### config.mk
export PLATFORM = sky130hd
export DESIGN_NAME = efl_ctrl
export DESIGN_NICKNAME = d
export VERILOG_FILES = /design/src/sv/efl_pkg.sv /design/src/sv/efl_ctrl.sv
export SDC_FILE = /design/constraint.sdc
export NUM_CORES = 1
export LEC_CHECK = 0
export BUFFER_PORTS_ARGS = -buffer_cell sky130_fd_sc_hd__buf_2
export CAP_MARGIN = 20
export CORE_MARGIN = 3
export CORE_UTILIZATION = 40
export DETAILED_ROUTE_END_ITERATION = 12
export GPL_ROUTABILITY_DRIVEN = 0
export PLACE_DENSITY = 0.73
export SYNTH_ARGS = -nofsm -noshare
export SYNTH_HDL_FRONTEND = slang
export SYNTH_SLANG_ARGS = --single-unit
export TNS_END_PERCENT = 1
### constraint.sdc
create_clock -name clk -period 2.8 [get_ports clk]
set_clock_uncertainty 0.05 [all_clocks]
set_input_delay 0.14 -clock clk [delete_from_list [all_inputs] [get_ports clk]]
set_output_delay 0.14 -clock clk [all_outputs]
set_load 0.02 [all_outputs]
### src/sv/efl_pkg.sv
`default_nettype none
package efl_pkg;

	localparam int OPCODE_W   = 2;
	localparam int VOL_W      = 3;
	localparam int BLK_W      = 12;
	localparam int STATUS_W   = 3;
	localparam int OCC_W      = 13;
	localparam int VBLK_W     = 13;
	localparam int VCNT_W     = 4;
	localparam int CFG_IDX_W  = 1;
	localparam int CFG_DATA_W = 13;
	localparam int S_TDATA_W  = 24;
	localparam int M_TDATA_W  = 32;

	localparam logic [VCNT_W-1:0] MAX_VOLUMES = 4'd8;
	localparam logic [OCC_W-1:0]  OCC_MAX     = 13'h1FFF;

	typedef logic [OPCODE_W-1:0]  opcode_t;
	typedef logic [STATUS_W-1:0]  status_t;
	typedef logic [CFG_IDX_W-1:0] cfg_idx_t;

	localparam opcode_t OP_FORMAT  = 2'd0;
	localparam opcode_t OP_ALLOC   = 2'd1;
	localparam opcode_t OP_RELEASE = 2'd2;

	localparam status_t ST_OK            = 3'd0;
	localparam status_t ST_BAD_VOLUME    = 3'd1;
	localparam status_t ST_NOT_FORMATTED = 3'd2;
	localparam status_t ST_EMPTY         = 3'd3;
	localparam status_t ST_BAD_BLOCK     = 3'd4;

	localparam cfg_idx_t CFG_VOLUME_BLOCKS = 1'b0;
	localparam cfg_idx_t CFG_VOLUME_COUNT  = 1'b1;

endpackage
`default_nettype wire

### src/sv/efl_ctrl.sv
`default_nettype none
module efl_ctrl
	import efl_pkg::*;
#(
	parameter int MAX_BLOCKS = 4096,
	parameter int BW         = 12
) (
	input  wire logic              clk,
	input  wire logic              arst_n,
	input  wire logic              req_valid,
	output logic                   req_ready,
	input  wire opcode_t           req_opcode,
	input  wire logic [VOL_W-1:0]  req_volume,
	input  wire logic [BLK_W-1:0]  req_block,
	input  wire logic [VBLK_W-1:0] volume_blocks,
	input  wire logic [VCNT_W-1:0] volume_count,
	output logic                   rsp_valid,
	input  wire logic              rsp_ready,
	output logic [BLK_W-1:0]       rsp_block,
	output status_t                rsp_status,
	output logic [OCC_W-1:0]       rsp_occupied,
	output logic                   mem_we,
	output logic [BW-1:0]          mem_waddr,
	output logic [2*BW-1:0]        mem_wdata,
	output logic                   mem_re,
	output logic [BW-1:0]          mem_raddr,
	input  wire logic [2*BW-1:0]   mem_rdata
);

	localparam int SZ_W = (BW + 1 > VBLK_W) ? BW + 1 : VBLK_W;
	localparam logic [SZ_W-1:0] MAX_C = SZ_W'(MAX_BLOCKS);

	typedef enum logic {
		S_IDLE,
		S_EXEC
	} state_t;

	state_t             state_q;
	opcode_t            op_q;
	logic [VOL_W-1:0]   vol_q;
	logic [BLK_W-1:0]   blk_q;
	logic [BW-1:0]      head_q;
	logic [OCC_W-1:0]   occ_q;
	logic               fmt_q;
	logic               rsp_valid_q;
	logic [BLK_W-1:0]   rsp_block_q;
	status_t            rsp_status_q;

	logic               finish;
	logic [VCNT_W-1:0]  vol_lim;
	logic               vol_ok;
	logic [SZ_W-1:0]    size;
	logic [SZ_W-1:0]    head_ext;
	logic [SZ_W-1:0]    head_inc;
	logic [SZ_W-1:0]    blk_ext;
	logic [BW-1:0]      run_len;
	logic [BW-1:0]      run_next;
	status_t            status_nx;
	logic [BLK_W-1:0]   given_nx;
	logic [BW-1:0]      head_nx;
	logic [OCC_W-1:0]   occ_nx;
	logic               fmt_nx;
	logic               wr_nx;

	assign req_ready = (state_q == S_IDLE);
	assign finish    = (state_q == S_EXEC) && (!rsp_valid_q || rsp_ready);
	assign mem_re    = req_valid && req_ready;
	assign mem_raddr = head_q;
	assign mem_we    = finish && wr_nx;

	assign vol_lim  = (volume_count < MAX_VOLUMES) ? volume_count : MAX_VOLUMES;
	assign vol_ok   = {1'b0, vol_q} < vol_lim;
	assign size     = (SZ_W'(volume_blocks) < MAX_C) ? SZ_W'(volume_blocks) : MAX_C;
	assign head_ext = SZ_W'(head_q);
	assign head_inc = head_ext + SZ_W'(1);
	assign blk_ext  = SZ_W'(blk_q);
	assign run_len  = mem_rdata[2*BW-1:BW];
	assign run_next = mem_rdata[BW-1:0];

	always_comb begin
		status_nx = ST_OK;
		given_nx  = '0;
		head_nx   = head_q;
		occ_nx    = occ_q;
		fmt_nx    = fmt_q;
		wr_nx     = 1'b0;
		mem_waddr = '0;
		mem_wdata = '0;
		if (op_q == OP_FORMAT || op_q == OP_ALLOC || op_q == OP_RELEASE) begin
			if (!vol_ok) begin
				status_nx = ST_BAD_VOLUME;
			end else if (op_q == OP_FORMAT) begin
				fmt_nx = 1'b1;
				occ_nx = '0;
				if (size < SZ_W'(2)) begin
					head_nx = '0;
				end else begin
					head_nx   = BW'(1);
					wr_nx     = 1'b1;
					mem_waddr = BW'(1);
					mem_wdata = {BW'(size - SZ_W'(1)), BW'(0)};
				end
			end else if (!fmt_q) begin
				status_nx = ST_NOT_FORMATTED;
			end else if (op_q == OP_ALLOC) begin
				if (head_q == '0 || head_ext >= MAX_C) begin
					status_nx = ST_EMPTY;
				end else begin
					given_nx = BLK_W'(head_ext);
					if (run_len <= BW'(1) || head_inc >= MAX_C) begin
						head_nx = (SZ_W'(run_next) < MAX_C) ? run_next : '0;
					end else begin
						head_nx   = BW'(head_inc);
						wr_nx     = 1'b1;
						mem_waddr = BW'(head_inc);
						mem_wdata = {run_len - BW'(1), run_next};
					end
					if (occ_q != OCC_MAX) begin
						occ_nx = occ_q + OCC_W'(1);
					end
				end
			end else begin
				if (blk_q == '0 || blk_ext >= size) begin
					status_nx = ST_BAD_BLOCK;
				end else begin
					head_nx   = BW'(blk_ext);
					wr_nx     = 1'b1;
					mem_waddr = BW'(blk_ext);
					mem_wdata = {BW'(1), head_q};
					if (occ_q != '0) begin
						occ_nx = occ_q - OCC_W'(1);
					end
				end
			end
		end
	end

	always_ff @(posedge clk or negedge arst_n) begin
		if (!arst_n) begin
			state_q      <= S_IDLE;
			op_q         <= OP_FORMAT;
			vol_q        <= '0;
			blk_q        <= '0;
			head_q       <= '0;
			occ_q        <= '0;
			fmt_q        <= 1'b0;
			rsp_valid_q  <= 1'b0;
			rsp_block_q  <= '0;
			rsp_status_q <= ST_OK;
		end else begin
			if (rsp_valid_q && rsp_ready && !finish) begin
				rsp_valid_q <= 1'b0;
			end
			case (state_q)
				S_IDLE: begin
					if (req_valid) begin
						op_q    <= req_opcode;
						vol_q   <= req_volume;
						blk_q   <= req_block;
						state_q <= S_EXEC;
					end
				end
				S_EXEC: begin
					if (finish) begin
						rsp_valid_q  <= 1'b1;
						rsp_block_q  <= given_nx;
						rsp_status_q <= status_nx;
						head_q       <= head_nx;
						occ_q        <= occ_nx;
						fmt_q        <= fmt_nx;
						state_q      <= S_IDLE;
					end
				end
				default: begin
					state_q <= S_IDLE;
				end
			endcase
		end
	end

	assign rsp_valid    = rsp_valid_q;
	assign rsp_block    = rsp_block_q;
	assign rsp_status   = rsp_status_q;
	assign rsp_occupied = occ_q;

endmodule
`default_nettype wire

# Word level (Yosys, flattened, before mapping)
# Index checks and enable logic that the tools add are counted.
# totals
out_inout_bits,80
inputBits,62
ff_bits,60
elab_cells,115
# classes
n_eq_ne,6
magnitude_cmp,8
bitwise,1
mux,61
add_sub_neg,5
reduce_logical,24
# ops
cell,n
12-bit 2-to-1 mux,20
24-bit 2-to-1 mux,8
13-bit 2-to-1 mux,9
12-bit logical NOT,2
"12-bit by 1-bit subtractor with 12-bit output, second input constant",2
3-bit 2-to-1 mux,6
1-bit 2-to-1 mux,15
"12-bit by 1-bit adder with 13-bit output, second input constant",1
"13-bit by 1-bit adder with 13-bit output, second input constant",1
12-bit by 13-bit greater-or-equal comparator with 1-bit output,1
"12-bit by 13-bit greater-or-equal comparator with 1-bit output, second input constant",1
"13-bit greater-or-equal comparator, second input constant",1
"13-bit < comparator, second input constant",1
"13-bit by 2-bit < comparator with 1-bit output, second input constant",1
"13-bit != test, second input constant",1
13-bit nonzero test,1
"13-bit by 1-bit subtractor with 13-bit output, second input constant",1
"12-bit by 1-bit less-or-equal comparator with 1-bit output, second input constant",1
9-bit AND reduction,1
7-bit AND reduction,1
1-bit logical OR,6
"3-bit != test, second input constant",2
1-bit logical AND,5
5-bit AND reduction,1
other kinds (14),16

# Logic depth before layout (Yosys ltp)
# Gate-level depths: netlist of the first run.
# depth
ltp_word,11
depth_mapped,14
depth_no_buf,11

# Worst setup path before layout of the first run
# Ideal clock, no wire load.
# synth_timing
path_type,register to register
start,register op_q[0]
end,"register occ_q[12], in the netlist rsp_occupied[12]"
n_path_buf,4
path_slack_ns,-0.201
period_less_slack_ns,3.001
required_ns,2.621
stages_incl_launch_ff,15
arrival_ns,2.822
cell_sequence,dfrtp_1 buf_6 nand2b_1 clkbuf_1 clkinv_1 clkbuf_1 buf_1 fa_1 nor2b_1 o2111ai_1 a21oi_1 a31oi_1 and3_1 a211oi_1 nand3_1
# synth_via
elab_chain_len,4
word_cells_on_any_way,14
classes_between,eq/ne: 5; mux: 3; reduce/logical: 6
# synth_lines
item,line,text
from (decl),efl_ctrl.sv:39,opcode_t op_q;
from (signal assigned),efl_ctrl.sv:157,op_q <= req_opcode;
"parallel branches: the longest is 4 deep, another holds 9-bit AND reduction",n/a,
to (signal assigned),efl_ctrl.sv:169,occ_q <= occ_nx;
to (decl),efl_ctrl.sv:43,logic [OCC_W-1:0] occ_q;
# Parallel ways; which one is timed is not known. The select of a mux whose other input is x is not followed.
# A chain may end at the register's enable or synchronous reset.

# Worst setup path after layout of the first run
# layout_timing
start,register blk_q[2]
end,output port mem_wdata[0]
# layout_via
elab_chain_len,8
word_cells_on_any_way,9
classes_between,order compare: 1; mux: 6; reduce/logical: 2
# layout_lines
item,line,text
from (decl),efl_ctrl.sv:41,logic [BLK_W-1:0] blk_q;
from (signal assigned),efl_ctrl.sv:159,blk_q <= req_block;
12-bit by 13-bit greater-or-equal comparator with 1-bit output or 12-bit logical NOT (tied branches),efl_ctrl.sv:123,if (blk_q == '0 || blk_ext >= size) begin
1-bit logical OR *,efl_ctrl.sv:123,
13-bit 2-to-1 mux *,efl_ctrl.sv:123,
24-bit 2-to-1 mux *,efl_ctrl.sv:105,end else if (op_q == OP_ALLOC) begin
24-bit 2-to-1 mux *,efl_ctrl.sv:103,end else if (!fmt_q) begin
24-bit 2-to-1 mux *,efl_ctrl.sv:92,end else if (op_q == OP_FORMAT) begin
24-bit 2-to-1 mux *,efl_ctrl.sv:90,if (!vol_ok) begin
24-bit 2-to-1 mux *,efl_ctrl.sv:89,if (op_q == OP_FORMAT || op_q == OP_ALLOC || op_q == OP_RELEASE) begin
to (decl),efl_ctrl.sv:24,"output logic [2*BW-1:0] mem_wdata,"
# Mark *: on every way between the ends. The rest lies on a longest branch, timed or not.

==> reports/summary.log, run 1 <==
INFO  yosys          synthDistinctLibCells=58
INFO  route          detail_route.first_pass.iterations=5
INFO  grt            grt_overflow_total=0
INFO  floorplanning  rows=39
INFO  grt            first_global_vias=5011
INFO  cells_and_area final_layout_size_suffix_gt1_frac=0.3097
INFO  power_and_ir_drop leakagePower=3.098nW
INFO  sta            tightestPinTransition=688.5ps
INFO  grt            globalRoute.busiestLayer=met2
INFO  run            max_cap_viol_count=0
INFO  sta            finalSetupViolations=0
INFO  worst_hold_path worstHoldPathType=in2reg
INFO  grt            number_of_antenna_violations_at_the_first_check_in_global_routing=1
INFO  floorplanning  initial_core_util=0.4159
INFO  cells_and_area final_core_utilization=0.5610
INFO  grt            grt_use_met3=0.03916
INFO  route          wl_per_cell=17.55um
INFO  yosys          synthesis.instances=600
INFO  cells_and_area area_growth_syn_to_layout=34.90%
INFO  route          drtAntennaViolNets=0
INFO  critical_path  crit_path_max_fanout=20
INFO  grt            groute.usage.overall=0.2310
INFO  yosys          synth_enable_flop_cells=0
INFO  critical_path  slowest_cell_on_the_critical_path=sky130_fd_sc_hd__dfrtp_1
INFO  critical_path  crit_type=reg2out
INFO  critical_path  cp_cell_sequence=ha_1 > a211oi_2 > o32ai_1 > nor3_2 > o21ai_2 > nor2_2 > buf_12 > nand2_1 > a21oi_1 > buf_4
INFO  yosys          post_synth.cell_area_avg=8.049squm
INFO  yosys          synthesized_netlist_net_count=693
INFO  route          wl=16.13mm
INFO  grt            grt_start_max_net_pins=39
INFO  floorplanning  chipWidth=115.9um
INFO  clocking       cts.reportedPaths.clkPinSlew=50ps
INFO  route          drtIter0Drc=572
INFO  yosys          number_of_warnings_printed_during_yosys_synthesis=0
INFO  critical_path  largest_stage_delay_on_the_critical_path=420ps
INFO  cells_and_area layout.nets=863
INFO  clocking       tritoncts=built
INFO  clocking       tritoncts.num_buffers=9
INFO  sta            timing.final.crit_period=2785ps
INFO  yosys          postSynth.asyncResetShare=1.000
INFO  floorplanning  chipHeight=115.9um
INFO  yosys          yosys_register_bits=60
INFO  grt            grt_pass1_wl=24.85mm
INFO  route          post_drt_via_cell_ratio=5.845
INFO  critical_path  timing.critical_path.from_type=register
INFO  grt            globalRouteMet1Util=0.3131
INFO  floorplanning  ios=142
INFO  sta            timing.final.crit_share=0.9946
INFO  floorplanning  design.die.area=13430squm
INFO  clocking       clock_sinks=60
INFO  sta            finalHoldViolCount=0
INFO  place          numPortBuffers=141
INFO  power_and_ir_drop total_power=8.703mW
INFO  yosys          dominantRegCellSynth=sky130_fd_sc_hd__dfrtp_1
INFO  route          via_count=5372
INFO  sta            grt_setup_unrepaired=yes
INFO  power_and_ir_drop power_density=1336nW/um^2
INFO  route          post-route-drc-count=0
INFO  sta            fmax=359.1MHz
INFO  clocking       clkLatencyLatePin=340ps
INFO  critical_path  critical_path.endpoint_type=output port
INFO  clocking       ctsLongestPathBuffers=2
INFO  outcome        outcome=complete, no violations
INFO  clocking       h_tree_level_count=3
INFO  yosys          syn_area=4830squm
INFO  place          post-dp-hpwl=12.12mm
INFO  critical_path  worstPathArrival=2590ps
INFO  yosys          seq_area_frac_synth=0.3109
INFO  floorplanning  fp.coreArea=11610squm
INFO  power_and_ir_drop worst_vdd_ir=0.6252mV
INFO  sta            worst_slew_margin_rel=0.5375
INFO  critical_path  worst_ep_required_time=2610ps
INFO  clocking       ctsRootBufferMaster=sky130_fd_sc_hd__clkbuf_16
INFO  sta            drv_slew=0
INFO  grt            grtUsageMet2=0.3732
## repair_timing
item,4_1_cts,5_1_grt
resized for setup,4,27
setup endpoints to repair,33,47
endpoints found under the hold margin,38,0
buffers inserted,0,2
cloned,0,0
pin swaps,0,5
hold buffers,17,0
## cell usage after synthesis (6+ instances only)
cell type / count / area [sq um]
sky130_fd_sc_hd__clkbuf_1: 35 / 131.4
sky130_fd_sc_hd__nor2_1: 55 / 206.5
sky130_fd_sc_hd__nor3_1: 19 / 95.09
sky130_fd_sc_hd__nand3_1: 13 / 65.06
sky130_fd_sc_hd__inv_1: 14 / 52.55
sky130_fd_sc_hd__a31oi_1: 9 / 56.30
sky130_fd_sc_hd__o31ai_1: 14 / 105.1
sky130_fd_sc_hd__a211oi_1: 10 / 75.07
sky130_fd_sc_hd__mux2_2: 16 / 180.2
sky130_fd_sc_hd__a21o_1: 10 / 75.07
sky130_fd_sc_hd__dfrtp_1: 60 / 1501
sky130_fd_sc_hd__a21oi_1: 45 / 225.2
sky130_fd_sc_hd__nor4_1: 11 / 68.82
sky130_fd_sc_hd__xnor2_1: 17 / 148.9
sky130_fd_sc_hd__nand4_1: 6 / 37.54
sky130_fd_sc_hd__a22oi_1: 14 / 105.1
sky130_fd_sc_hd__nand2_1: 79 / 296.5
sky130_fd_sc_hd__nand2b_1: 9 / 56.30
sky130_fd_sc_hd__a22o_1: 14 / 122.6
sky130_fd_sc_hd__ha_1: 30 / 375.4
sky130_fd_sc_hd__o21ai_0: 40 / 200.2
sky130_fd_sc_hd__and3_1: 7 / 43.79
sky130_fd_sc_hd__xor2_1: 16 / 140.1
## power breakdown
part	switching [mW]	leakage, nW	internal (mW)
clock network	0.429	0.162	0.873
logic	3.44	2.19	2.24
registers	0.480	0.750	1.24
total	4.35	3.10	4.35
## path summary, 6_finish.rpt
path	start	end	slack (ps)	cells past startpoint
hold reg to reg	rsp_block[0]	rsp_block[0]	450	1
min in group asynchronous	arst_n	rsp_block[10]	260	2
setup / recovery	blk_q[2]	mem_wdata[0]	20	10
setup reg to reg	op_q[1]	rsp_occupied[10]	140	10
hold / removal	req_block[1]	blk_q[1]	20	2
max in group asynchronous	arst_n	mem_raddr[0]	1500	3
## final cells by class
cell class	instances	area, sq um
multi-input combinational	487	3214
antenna	1	2.502
clock inverter	7	122.6
inverter	15	57.56
timing repair buffer	197	1209
fill	1074	5099
tap	143	178.9
sequential	60	1505
clock buffer	9	225.2
## registers in the layout, summed over array words and instances, names as in the netlist
register	flops
rsp_occupied	13
blk_q	12
mem_raddr	12
rsp_block	12
rsp_status	3
vol_q	3
op_q	2
fmt_q	1
rsp_valid	1
state_q	1
## layer usage
layer	wire, um	vias up
met5	0	-
met4	414	0
met3	1161	37
met2	7623	252
met1	6932	2546
li1	-	2537
## worst max-delay path: cells and delay by family (launching register included)
kind,cells,cell delay [ps]
AO/OA/AOI/OAI,4,720
adder cells (fa/ha/maj),1,350
buffers and inverters,2,360
flip-flops,1,420
AND/OR/NAND/NOR,3,400
## placed cells by master (no fill, tap or decap), types with 6 or more instances in the layout
| master | synthesis | layout |
|---|---|---|
| sky130_fd_sc_hd__nand3_1 | 13 | 13 |
| sky130_fd_sc_hd__o31ai_1 | 14 | 14 |
| sky130_fd_sc_hd__clkbuf_16 | 0 | 9 |
| sky130_fd_sc_hd__buf_4 | 0 | 43 |
| sky130_fd_sc_hd__a31oi_1 | 9 | 7 |
| sky130_fd_sc_hd__a211oi_1 | 10 | 8 |
| sky130_fd_sc_hd__nand4_1 | 6 | 6 |
| sky130_fd_sc_hd__nand2_1 | 79 | 78 |
| sky130_fd_sc_hd__dfrtp_1 | 60 | 57 |
| sky130_fd_sc_hd__nor4_1 | 11 | 11 |
| sky130_fd_sc_hd__dlygate4sd3_1 | 0 | 17 |
| sky130_fd_sc_hd__a21oi_1 | 45 | 42 |
| sky130_fd_sc_hd__a21o_1 | 10 | 10 |
| sky130_fd_sc_hd__a22oi_1 | 14 | 14 |
| sky130_fd_sc_hd__ha_1 | 30 | 30 |
| sky130_fd_sc_hd__nor2_1 | 55 | 52 |
| sky130_fd_sc_hd__a22o_1 | 14 | 14 |
| sky130_fd_sc_hd__nor3_1 | 19 | 18 |
| sky130_fd_sc_hd__inv_1 | 14 | 14 |
| sky130_fd_sc_hd__xor2_1 | 16 | 16 |
| sky130_fd_sc_hd__mux2_2 | 16 | 16 |
| sky130_fd_sc_hd__xnor2_1 | 17 | 17 |
| sky130_fd_sc_hd__o21ai_0 | 40 | 37 |
| sky130_fd_sc_hd__nand2b_1 | 9 | 8 |
| sky130_fd_sc_hd__and3_1 | 7 | 7 |
| sky130_fd_sc_hd__buf_2 | 1 | 135 |
## cell families (layout without fill, tap and decap cells)
group           Yosys count  after routing  share of synthesized area
mux                      17             17                    0.03938
xor+xnor                 33             33                    0.05984
flops                    60             60                     0.3109
simple gates            225            225                     0.2197
compound gates          181            181                     0.2453
fa+ha+maj                31             31                    0.08187
other cells               0              1                          0
buf+inv                  53            228                    0.04300
## stage by stage
stage / cells / setup WS [ps] / setup TNS (ps) / cell area, sq um / hold WS [ps]
4_1_cts: 916 / 0.1679 / 0 / 6402 / 13.81
2_1_floorplan: 600 / -136.7 / -136.7 / 4832 / -205.6
6_report: 919 / 15.22 / 0 / 6515 / 22.67
3_5_place_dp: 883 / -146.2 / -1443 / 5867 / 89.44
3_3_place_gp: 883 / -11.73 / -77.86 / 5867 / 86.69
5_1_grt: 919 / -92.51 / -612.0 / 6515 / 22.89
(Power assumes the default switching activity.)
==> inputs of run 2 (changes only) <==
--- a/config.mk
+++ b/config.mk
@@ -11,6 +11,8 @@
 export CORE_UTILIZATION = 40
 export DETAILED_ROUTE_END_ITERATION = 12
 export GPL_ROUTABILITY_DRIVEN = 0
+export GPL_TIMING_DRIVEN = 0
+export HOLD_SLACK_MARGIN = 0.02
 export PLACE_DENSITY = 0.73
 export SYNTH_ARGS = -nofsm -noshare
 export SYNTH_HDL_FRONTEND = slang
==> run 2 against run 1 <==
The run now ends with setup timing left. Maximum frequency decreased by 2.1%. Sequential power increased by 2%. Wire length rose by 7.0%. Worst hold slack gained 44 ps. Critical path depth is the same. Via count increased by 2.8%. Flip-flop and latch count unchanged. Die area unchanged. Combinational power hardly changed. Total power is 2.1% lower. Critical path type is now reg2reg. Critical endpoint is now mem_raddr[0].
==> reports/summary.log, run 2 (synthesized netlist as in run 1, its figures left out) <==
INFO  clocking       cts.reportedPaths.clkPinSlew=50ps [about the same]
INFO  cells_and_area multiInputGateArea=3263squm [+1.5%]
INFO  sta            finalHoldViolCount=0 [unchanged]
INFO  clocking       h_tree_level_count=3 [unchanged]
INFO  grt            first_global_vias=5269 [+5.1%]
INFO  cells_and_area n_antenna_cell=0 [-1]
INFO  sta            fmax=351.5MHz [-2.1%]
INFO  cells_and_area final_core_utilization=0.5549 [-0.006033]
INFO  grt            grt_start_max_net_pins=36 [-7.7%]
INFO  power_and_ir_drop combinational_fraction_of_design_power=0.666 [+0.013]
INFO  grt            grt_pass1_wl=26.66mm [+7.3%]
INFO  floorplanning  chipWidth=115.9um [unchanged]
INFO  power_and_ir_drop swShare=0.5217 [+0.02160]
INFO  sta            drv_slew=0 [unchanged]
INFO  critical_path  worstReg2RegEnd=mem_raddr[0]
INFO  critical_path  largest_stage_delay_on_the_critical_path=500ps [+80 ps]
INFO  critical_path  worstPathArrival=3020ps [+430 ps]
INFO  route          post_drt_via_cell_ratio=6.016 [+2.9%]
INFO  sta            grt_setup_unrepaired=yes
INFO  critical_path  critPathLaunch=mem_raddr[0]
INFO  cells_and_area post-route-cell-area=6445squm [-1.1%]
INFO  grt            grt_overflow_total=0 [unchanged]
INFO  run            max_cap_viol_count=0 [unchanged]
INFO  clocking       clock_sinks=60 [unchanged]
INFO  critical_path  crit_path_end=mem_raddr[0]
INFO  route          via_count=5523 [+2.8%]
INFO  sta            timing.final.crit_period=2845ps [+60.33 ps]
INFO  sta            finalSetupViolations=11 [+11]
INFO  floorplanning  chipHeight=115.9um [unchanged]
INFO  place          placed_cell_area=5727squm [-2.4%]
INFO  clocking       ctsLongestPathBuffers=2 [unchanged]
INFO  cells_and_area area_growth_syn_to_layout=33.45%
INFO  critical_path  slowest_cell_on_the_critical_path=sky130_fd_sc_hd__a211oi_1
INFO  grt            groute.usage.overall=0.2516 [+0.02056]
INFO  route          detail_route.first_pass.iterations=5 [unchanged]
INFO  outcome        outcome=finished with violations
INFO  sta            fin_ws=-45.11ps [-60.33 ps]
INFO  critical_path  r2r-start=mem_raddr[0]
INFO  cells_and_area mostFrequentLayoutCells=139 x sky130_fd_sc_hd__buf_2, 78 x sky130_fd_sc_hd__nand2_1, 58 x sky130_fd_sc_hd__dfrtp_1, 51 x sky130_fd_sc_hd__nor2_1, 42 x sky130_fd_sc_hd__a21oi_1
INFO  clocking       clkLatencyLatePin=340ps [about the same]
INFO  floorplanning  rows=39 [unchanged]
INFO  sta            totalNegativeSetupSlack=-231.0ps [-231.0 ps]
INFO  cells_and_area final_layout_size_suffix_gt1_frac=0.2890 [-0.02065]
INFO  route          wl_per_cell=18.80um [+7.1%]
INFO  cells_and_area final_common_cell=sky130_fd_sc_hd__buf_2
INFO  outcome        violated_checks=setup timing
INFO  route          wl=17.26mm [+7.0%]
INFO  floorplanning  design.die.area=13430squm [unchanged]
INFO  power_and_ir_drop power_switching=4.446mW [+2.1%]
INFO  power_and_ir_drop power_density=1322nW/um^2 [-1.0%]
INFO  cells_and_area fillers=1043 [-2.9%]
INFO  critical_path  crit_type=reg2reg
INFO  route          drtIter0Drc=662 [+16%]
INFO  clocking       tritoncts.num_buffers=9 [unchanged]
INFO  power_and_ir_drop relative_contribution_of_the_clock_network_to_total_power=0.127 [-0.023]
INFO  critical_path  timing.critical_path.from_type=register
INFO  sta            timing.final.crit_share=1.016 [+0.02155]
INFO  route          post-route-drc-count=0 [unchanged]
INFO  sta            tightestPinTransition=933.9ps [+245.4 ps]
INFO  critical_path  r2r.worst_path.cells=10 [unchanged]
INFO  critical_path  cp_cell_sequence=buf_6 > inv_1 > ha_1 > nor4b_1 > nand3_1 > nor2_1 > or3_1 > a211oi_1 > o21ai_0 > a22o_1
INFO  place          post-dp-hpwl=12.76mm [+5.3%]
INFO  worst_hold_path worstHoldPathType=in2reg
INFO  place          numPortBuffers=139 [-1.4%]
INFO  grt            number_of_antenna_violations_at_the_first_check_in_global_routing=0 [-1]
INFO  route          drtAntennaViolNets=0 [unchanged]
INFO  critical_path  reg2reg_slack=-50ps [-190 ps]
INFO  place          detailedPlace.worstSlack=-866.4ps [-720.1 ps]
INFO  floorplanning  fp.coreArea=11610squm [unchanged]
INFO  critical_path  critical_path.endpoint_type=register
INFO  critical_path  crit_path_max_fanout=8 [-60%]
INFO  floorplanning  initial_core_util=0.4159 [unchanged]
INFO  sta            worst_slew_margin_rel=0.3726 [-0.1649]
INFO  power_and_ir_drop total_power=8.522mW [-2.1%]
INFO  critical_path  worst_ep_required_time=2980ps [+370 ps]
INFO  clocking       tritoncts=built
INFO  power_and_ir_drop worst_vdd_ir=0.5852mV [-6.4%]
INFO  cells_and_area layout.nets=865 [+0.23%]
INFO  cells_and_area largest_reg_flops=13 [unchanged]
INFO  clocking       ctsRootBufferMaster=sky130_fd_sc_hd__clkbuf_16
INFO  power_and_ir_drop share_of_power_burned_in_registers=0.207 [+0.010]
INFO  power_and_ir_drop leakagePower=3.022nW [-2.4%]
INFO  power_and_ir_drop internal_power_consumption=4.076mW [-6.3%]
INFO  cells_and_area seqCellArea=1504squm [about the same]
INFO  floorplanning  ios=142 [unchanged]
[run 2: cell type report]
| cell class | instances | area share |
|---|---|---|
| Inverter | 15 | 0.009901 |
| Clock inverter | 5 | 0.008542 |
| Buffer | 35 | 0.03203 |
| Timing Repair Buffer | 164 | 0.1472 |
| Tap cell | 143 | 0.02776 |
| Sequential cell | 60 | 0.2334 |
| Multi-Input combinational cell | 487 | 0.5063 |
| Clock buffer | 9 | 0.03494 |
[run 2: per-layer routing]
layer	GRT usage	part of all wire	vias up
met5	0	0	-
met4	0.08971	0.030	0
met3	0.06319	0.090	45
met2	0.4066	0.46	320
met1	0.3277	0.42	2611
li1	-	-	2547
[run 2: what timing repair did]
| action | in CTS | in global routing |
|---|---|---|
| hold buffers | 19 | 0 |
| setup buffers | 4 | 1 |
| hold endpoints to repair | 43 | 0 |
| resized for setup | 53 | 18 |
| setup endpoints to repair | 67 | 62 |
| pin swaps | 4 | 3 |
[run 2: worst min path at each step]
stage,startpoint,to,slack (ps),cells after the start
after CTS,rsp_ready,rsp_valid,60,3
after global placement,req_valid,state_q,310,2
after global routing,rsp_ready,rsp_valid,100,3
after detailed placement,arst_n,rsp_block[10],130,1
after floorplan,arst_n,blk_q[0],-210,0
final,rsp_ready,rsp_valid,70,3
[run 2: power by group through the flow]
stage / clock network [mW] / logic [mW] / registers [mW]
after floorplan: 0 / 3.41 / 1.82
after detailed placement: 0 / 5.13 / 1.71
after global routing: 1.13 / 6.12 / 1.81
after global placement: 0 / 4.98 / 1.69
after CTS: 1.09 / 5.47 / 1.74
final: 1.08 / 5.68 / 1.76
[run 2: worst max-delay path, delay by kind of cell, from the launching register on]
kind | cells | cell delay [ps]
adders and majority gates | 1 | 210
and+or+nand+nor | 4 | 840
AOI/OAI and AO/OA | 3 | 980
buffers and inverters | 2 | 210
DFF | 1 | 420
[run 2: through the flow]
stage | instances | hold slack (ps)
6_report | 918 | 66.61
5_1_grt | 918 | 98.39
4_1_cts | 917 | 63.32
3_5_place_dp | 883 | 133.2
3_3_place_gp | 882 | 306.9
2_1_floorplan | 600 | -205.6
==> inputs of run 3 (changes only) <==
--- a/config.mk
+++ b/config.mk
@@ -14,6 +14,7 @@
 export GPL_TIMING_DRIVEN = 0
 export HOLD_SLACK_MARGIN = 0.02
 export PLACE_DENSITY = 0.73
+export SETUP_SLACK_MARGIN = 0.05
 export SYNTH_ARGS = -nofsm -noshare
 export SYNTH_HDL_FRONTEND = slang
 export SYNTH_SLANG_ARGS = --single-unit
==> run 3 against run 2 <==
The flow now finishes without violations. Total power grew 7.7%. Utilization grew 2.9 points. Via count grew 3.1%. Count of clock-buffer cells in the layout grew 1. Critical path type unchanged. Critical endpoint is now rsp_occupied[12]. Largest power group unchanged. Highest routed layer unchanged.
==> reports/summary.log, run 3 (synthesized netlist as in run 1, its figures left out) <==
INFO  outcome        outcome=complete, no violations
INFO  critical_path  crit_buf_inv=5 [+3]
INFO  cells_and_area mostFrequentLayoutCells=127 x sky130_fd_sc_hd__buf_2, 78 x sky130_fd_sc_hd__nand2_1, 56 x sky130_fd_sc_hd__dfrtp_1, 48 x sky130_fd_sc_hd__nor2_1, 38 x sky130_fd_sc_hd__a21oi_1
INFO  route          drtAntennaViolNets=0 [unchanged]
INFO  cells_and_area multiInputGateArea=3377squm [+3.5%]
INFO  sta            timing.final.crit_share=0.9926 [-0.02348]
INFO  floorplanning  chipWidth=115.9um [unchanged]
INFO  floorplanning  fp.coreArea=11610squm [unchanged]
INFO  sta            timing.final.crit_period=2779ps [-65.76 ps]
INFO  critical_path  crit_path_max_fanout=10 [+2]
INFO  clocking       ctsLongestPathBuffers=2 [unchanged]
INFO  power_and_ir_drop leakagePower=3.142nW [+4.0%]
INFO  power_and_ir_drop internal_power_consumption=4.501mW [+10%]
INFO  grt            groute.usage.overall=0.2526 [+0.001009]
INFO  power_and_ir_drop relative_contribution_of_the_clock_network_to_total_power=0.123 [-0.004]
INFO  sta            drv_slew=0 [unchanged]
INFO  place          post-dp-hpwl=12.59mm [-1.3%]
INFO  route          via_count=5694 [+3.1%]
INFO  floorplanning  ios=142 [unchanged]
INFO  route          post_drt_via_cell_ratio=6.096 [+1.3%]
INFO  cells_and_area final_common_cell=sky130_fd_sc_hd__buf_2
INFO  critical_path  slowest_cell_on_the_critical_path=sky130_fd_sc_hd__or4_1
INFO  floorplanning  chipHeight=115.9um [unchanged]
INFO  worst_hold_path hold_path_startpoint=rsp_ready
INFO  sta            fmax=359.8MHz [+2.4%]
INFO  floorplanning  design.die.area=13430squm [unchanged]
INFO  route          post-route-drc-count=0 [unchanged]
INFO  sta            tightestPinTransition=928.9ps [-4.974 ps]
INFO  power_and_ir_drop swShare=0.5095 [-0.01220]
INFO  clocking       tritoncts.num_buffers=9 [unchanged]
INFO  cells_and_area largest_reg_flops=13 [unchanged]
INFO  clocking       clock_sinks=60 [unchanged]
INFO  critical_path  timing.critical_path.from_type=register
INFO  critical_path  critPathLaunch=op_q[0]
INFO  power_and_ir_drop share_of_power_burned_in_registers=0.190 [-0.017]
INFO  cells_and_area final_layout_size_suffix_gt1_frac=0.3350 [+0.04599]
INFO  place          detailedPlace.worstSlack=-693.7ps [+172.6 ps]
INFO  clocking       cts.reportedPaths.clkPinSlew=50ps [about the same]
INFO  clocking       ctsRootBufferMaster=sky130_fd_sc_hd__clkbuf_16
INFO  sta            finalHoldViolCount=0 [unchanged]
INFO  critical_path  worstPathArrival=3000ps [-20 ps]
INFO  cells_and_area area_growth_syn_to_layout=40.49%
INFO  cells_and_area fillers=1005 [-3.6%]
INFO  grt            grt_start_max_net_pins=38 [+5.6%]
INFO  place          numPortBuffers=139 [unchanged]
INFO  grt            first_global_vias=5211 [-1.1%]
INFO  route          drtIter0Drc=698 [+5.4%]
INFO  cells_and_area n_antenna_cell=0 [unchanged]
INFO  sta            fin_ws=20.65ps [+65.76 ps]
INFO  critical_path  critical_path.top_delay_family=simple AND/OR/NAND/NOR gates
INFO  critical_path  cp_cell_sequence=buf_6 > nand2b_4 > buf_8 > clkinv_8 > clkbuf_16 > buf_12 > fa_2 > nor2b_4 > o2111ai_2 > a21oi_2 > a31oi_2 > or4_1 > nand3_1
INFO  power_and_ir_drop power_density=1352nW/um^2 [+2.3%]
INFO  clocking       clkLatencyLatePin=340ps [about the same]
INFO  power_and_ir_drop total_power=9.176mW [+7.7%]
INFO  cells_and_area layout.nets=879 [+1.6%]
INFO  critical_path  crit_type=reg2reg
INFO  grt            grt_pass1_wl=26.79mm [+0.47%]
INFO  critical_path  critical_path.endpoint_type=register
INFO  sta            grt_setup_unrepaired=yes
INFO  grt            number_of_antenna_violations_at_the_first_check_in_global_routing=0 [unchanged]
INFO  clocking       h_tree_level_count=3 [unchanged]
INFO  cells_and_area seqCellArea=1506squm [+0.17%]
INFO  sta            finalSetupViolations=0 [-11]
INFO  critical_path  r2r-start=op_q[0]
INFO  worst_hold_path worstHoldPathType=in2reg
INFO  route          wl_per_cell=18.90um [+0.57%]
INFO  critical_path  largest_stage_delay_on_the_critical_path=430ps [-70 ps]
INFO  grt            grt_overflow_total=0 [unchanged]
INFO  route          detail_route.first_pass.iterations=6 [+1]
INFO  sta            worst_slew_margin_rel=0.3760 [+0.003342]
INFO  critical_path  worst_ep_required_time=3020ps [+40 ps]
INFO  power_and_ir_drop worst_vdd_ir=0.6419mV [+9.7%]
INFO  clocking       tritoncts=built
INFO  floorplanning  initial_core_util=0.4159 [unchanged]
INFO  route          wl=17.66mm [+2.3%]
INFO  power_and_ir_drop power_switching=4.675mW [+5.2%]
INFO  run            max_cap_viol_count=0 [unchanged]
INFO  power_and_ir_drop combinational_fraction_of_design_power=0.687 [+0.021]
INFO  floorplanning  rows=39 [unchanged]
-- run 3: changes by cell type in the layout (fill, tap and decap cells not counted), moves of 3 or more --
cell,delta
sky130_fd_sc_hd__clkbuf_2,+4
sky130_fd_sc_hd__buf_4,+18
sky130_fd_sc_hd__nor2_1,-3
sky130_fd_sc_hd__a21oi_2,+4
sky130_fd_sc_hd__clkbuf_8,+4
sky130_fd_sc_hd__a21oi_1,-4
sky130_fd_sc_hd__buf_2,-12
sky130_fd_sc_hd__clkbuf_1,-3
-- run 3: worst paths after layout --
path	slack, ps	to	cells after the start
setup / recovery	20	rsp_occupied[12]	13
hold / removal	90	rsp_valid	3
setup reg to reg	20	rsp_occupied[12]	13
hold reg to reg	440	rsp_status[1]	2
max in group asynchronous	1790	mem_raddr[1]	3
min in group asynchronous	280	rsp_block[10]	2
-- run 3: stage by stage --
stage,hold WS (ps),TNS (ps),utilization,area [sq um],instances
after floorplan,-205.6,0,-,4838,600
after global placement,307.1,-24330,0.4919,5713,882
after detailed placement,113.3,-27070,0.4936,5733,883
after CTS,87.61,0,0.5607,6511,926
after global routing,122.1,-572.3,0.5842,6785,934
final,88.24,0,0.5842,6785,934
-- run 3: worst reg2reg max path, stage by stage, from the launching register on --
cell                        delay (ps)
sky130_fd_sc_hd__dfrtp_1           370
sky130_fd_sc_hd__buf_6             140
sky130_fd_sc_hd__nand2b_4           70
sky130_fd_sc_hd__buf_8             120
sky130_fd_sc_hd__clkinv_8           80
sky130_fd_sc_hd__clkbuf_16         160
sky130_fd_sc_hd__buf_12            140
sky130_fd_sc_hd__fa_2              360
sky130_fd_sc_hd__nor2b_4           140
sky130_fd_sc_hd__o2111ai_2         170
sky130_fd_sc_hd__a21oi_2           240
sky130_fd_sc_hd__a31oi_2           160
sky130_fd_sc_hd__or4_1             430
sky130_fd_sc_hd__nand3_1            90
-- run 3: layer usage --
layer / vias to the layer above / wire [um] / GRT usage / share of wire
met4: 0 / 653 / 0.1044 / 0.037
met3: 70 / 1749 / 0.06266 / 0.099
met1: 2677 / 7133 / 0.3319 / 0.40
li1: 2578 / - / - / -
met2: 369 / 8118 / 0.3982 / 0.46
met5: - / 0 / 0 / 0
-- run 3: power groups by stage --
stage | Combinational (mW) | Sequential, mW | Clock (mW)
2_1_floorplan | 3.42 | 1.82 | 0
3_3_place_gp | 5.00 | 1.71 | 0
3_5_place_dp | 5.13 | 1.72 | 0
4_1_cts | 5.67 | 1.72 | 1.13
5_1_grt | 6.78 | 1.79 | 1.18
6_report | 6.30 | 1.75 | 1.12
-- run 3: area by class of cell --
| cell class | instances | share of cell area |
|---|---|---|
| buffer | 38 | 0.04112 |
| multi-input combinational | 487 | 0.4977 |
| clock buffer | 10 | 0.03522 |
| timing repair buffer | 175 | 0.1580 |
| clock inverter | 6 | 0.009404 |
| tap | 143 | 0.02637 |
| sequential | 60 | 0.2220 |
| inverter | 15 | 0.01014 |
-- run 3: what timing repair did --
| action | CTS | global route |
|---|---|---|
| gates resized for setup | 65 | 61 |
| setup endpoints to repair | 67 | 66 |
| hold buffers | 19 | 0 |
| pin swaps | 8 | 16 |
| hold endpoints to repair | 41 | 0 |
| buffers inserted | 8 | 8 |
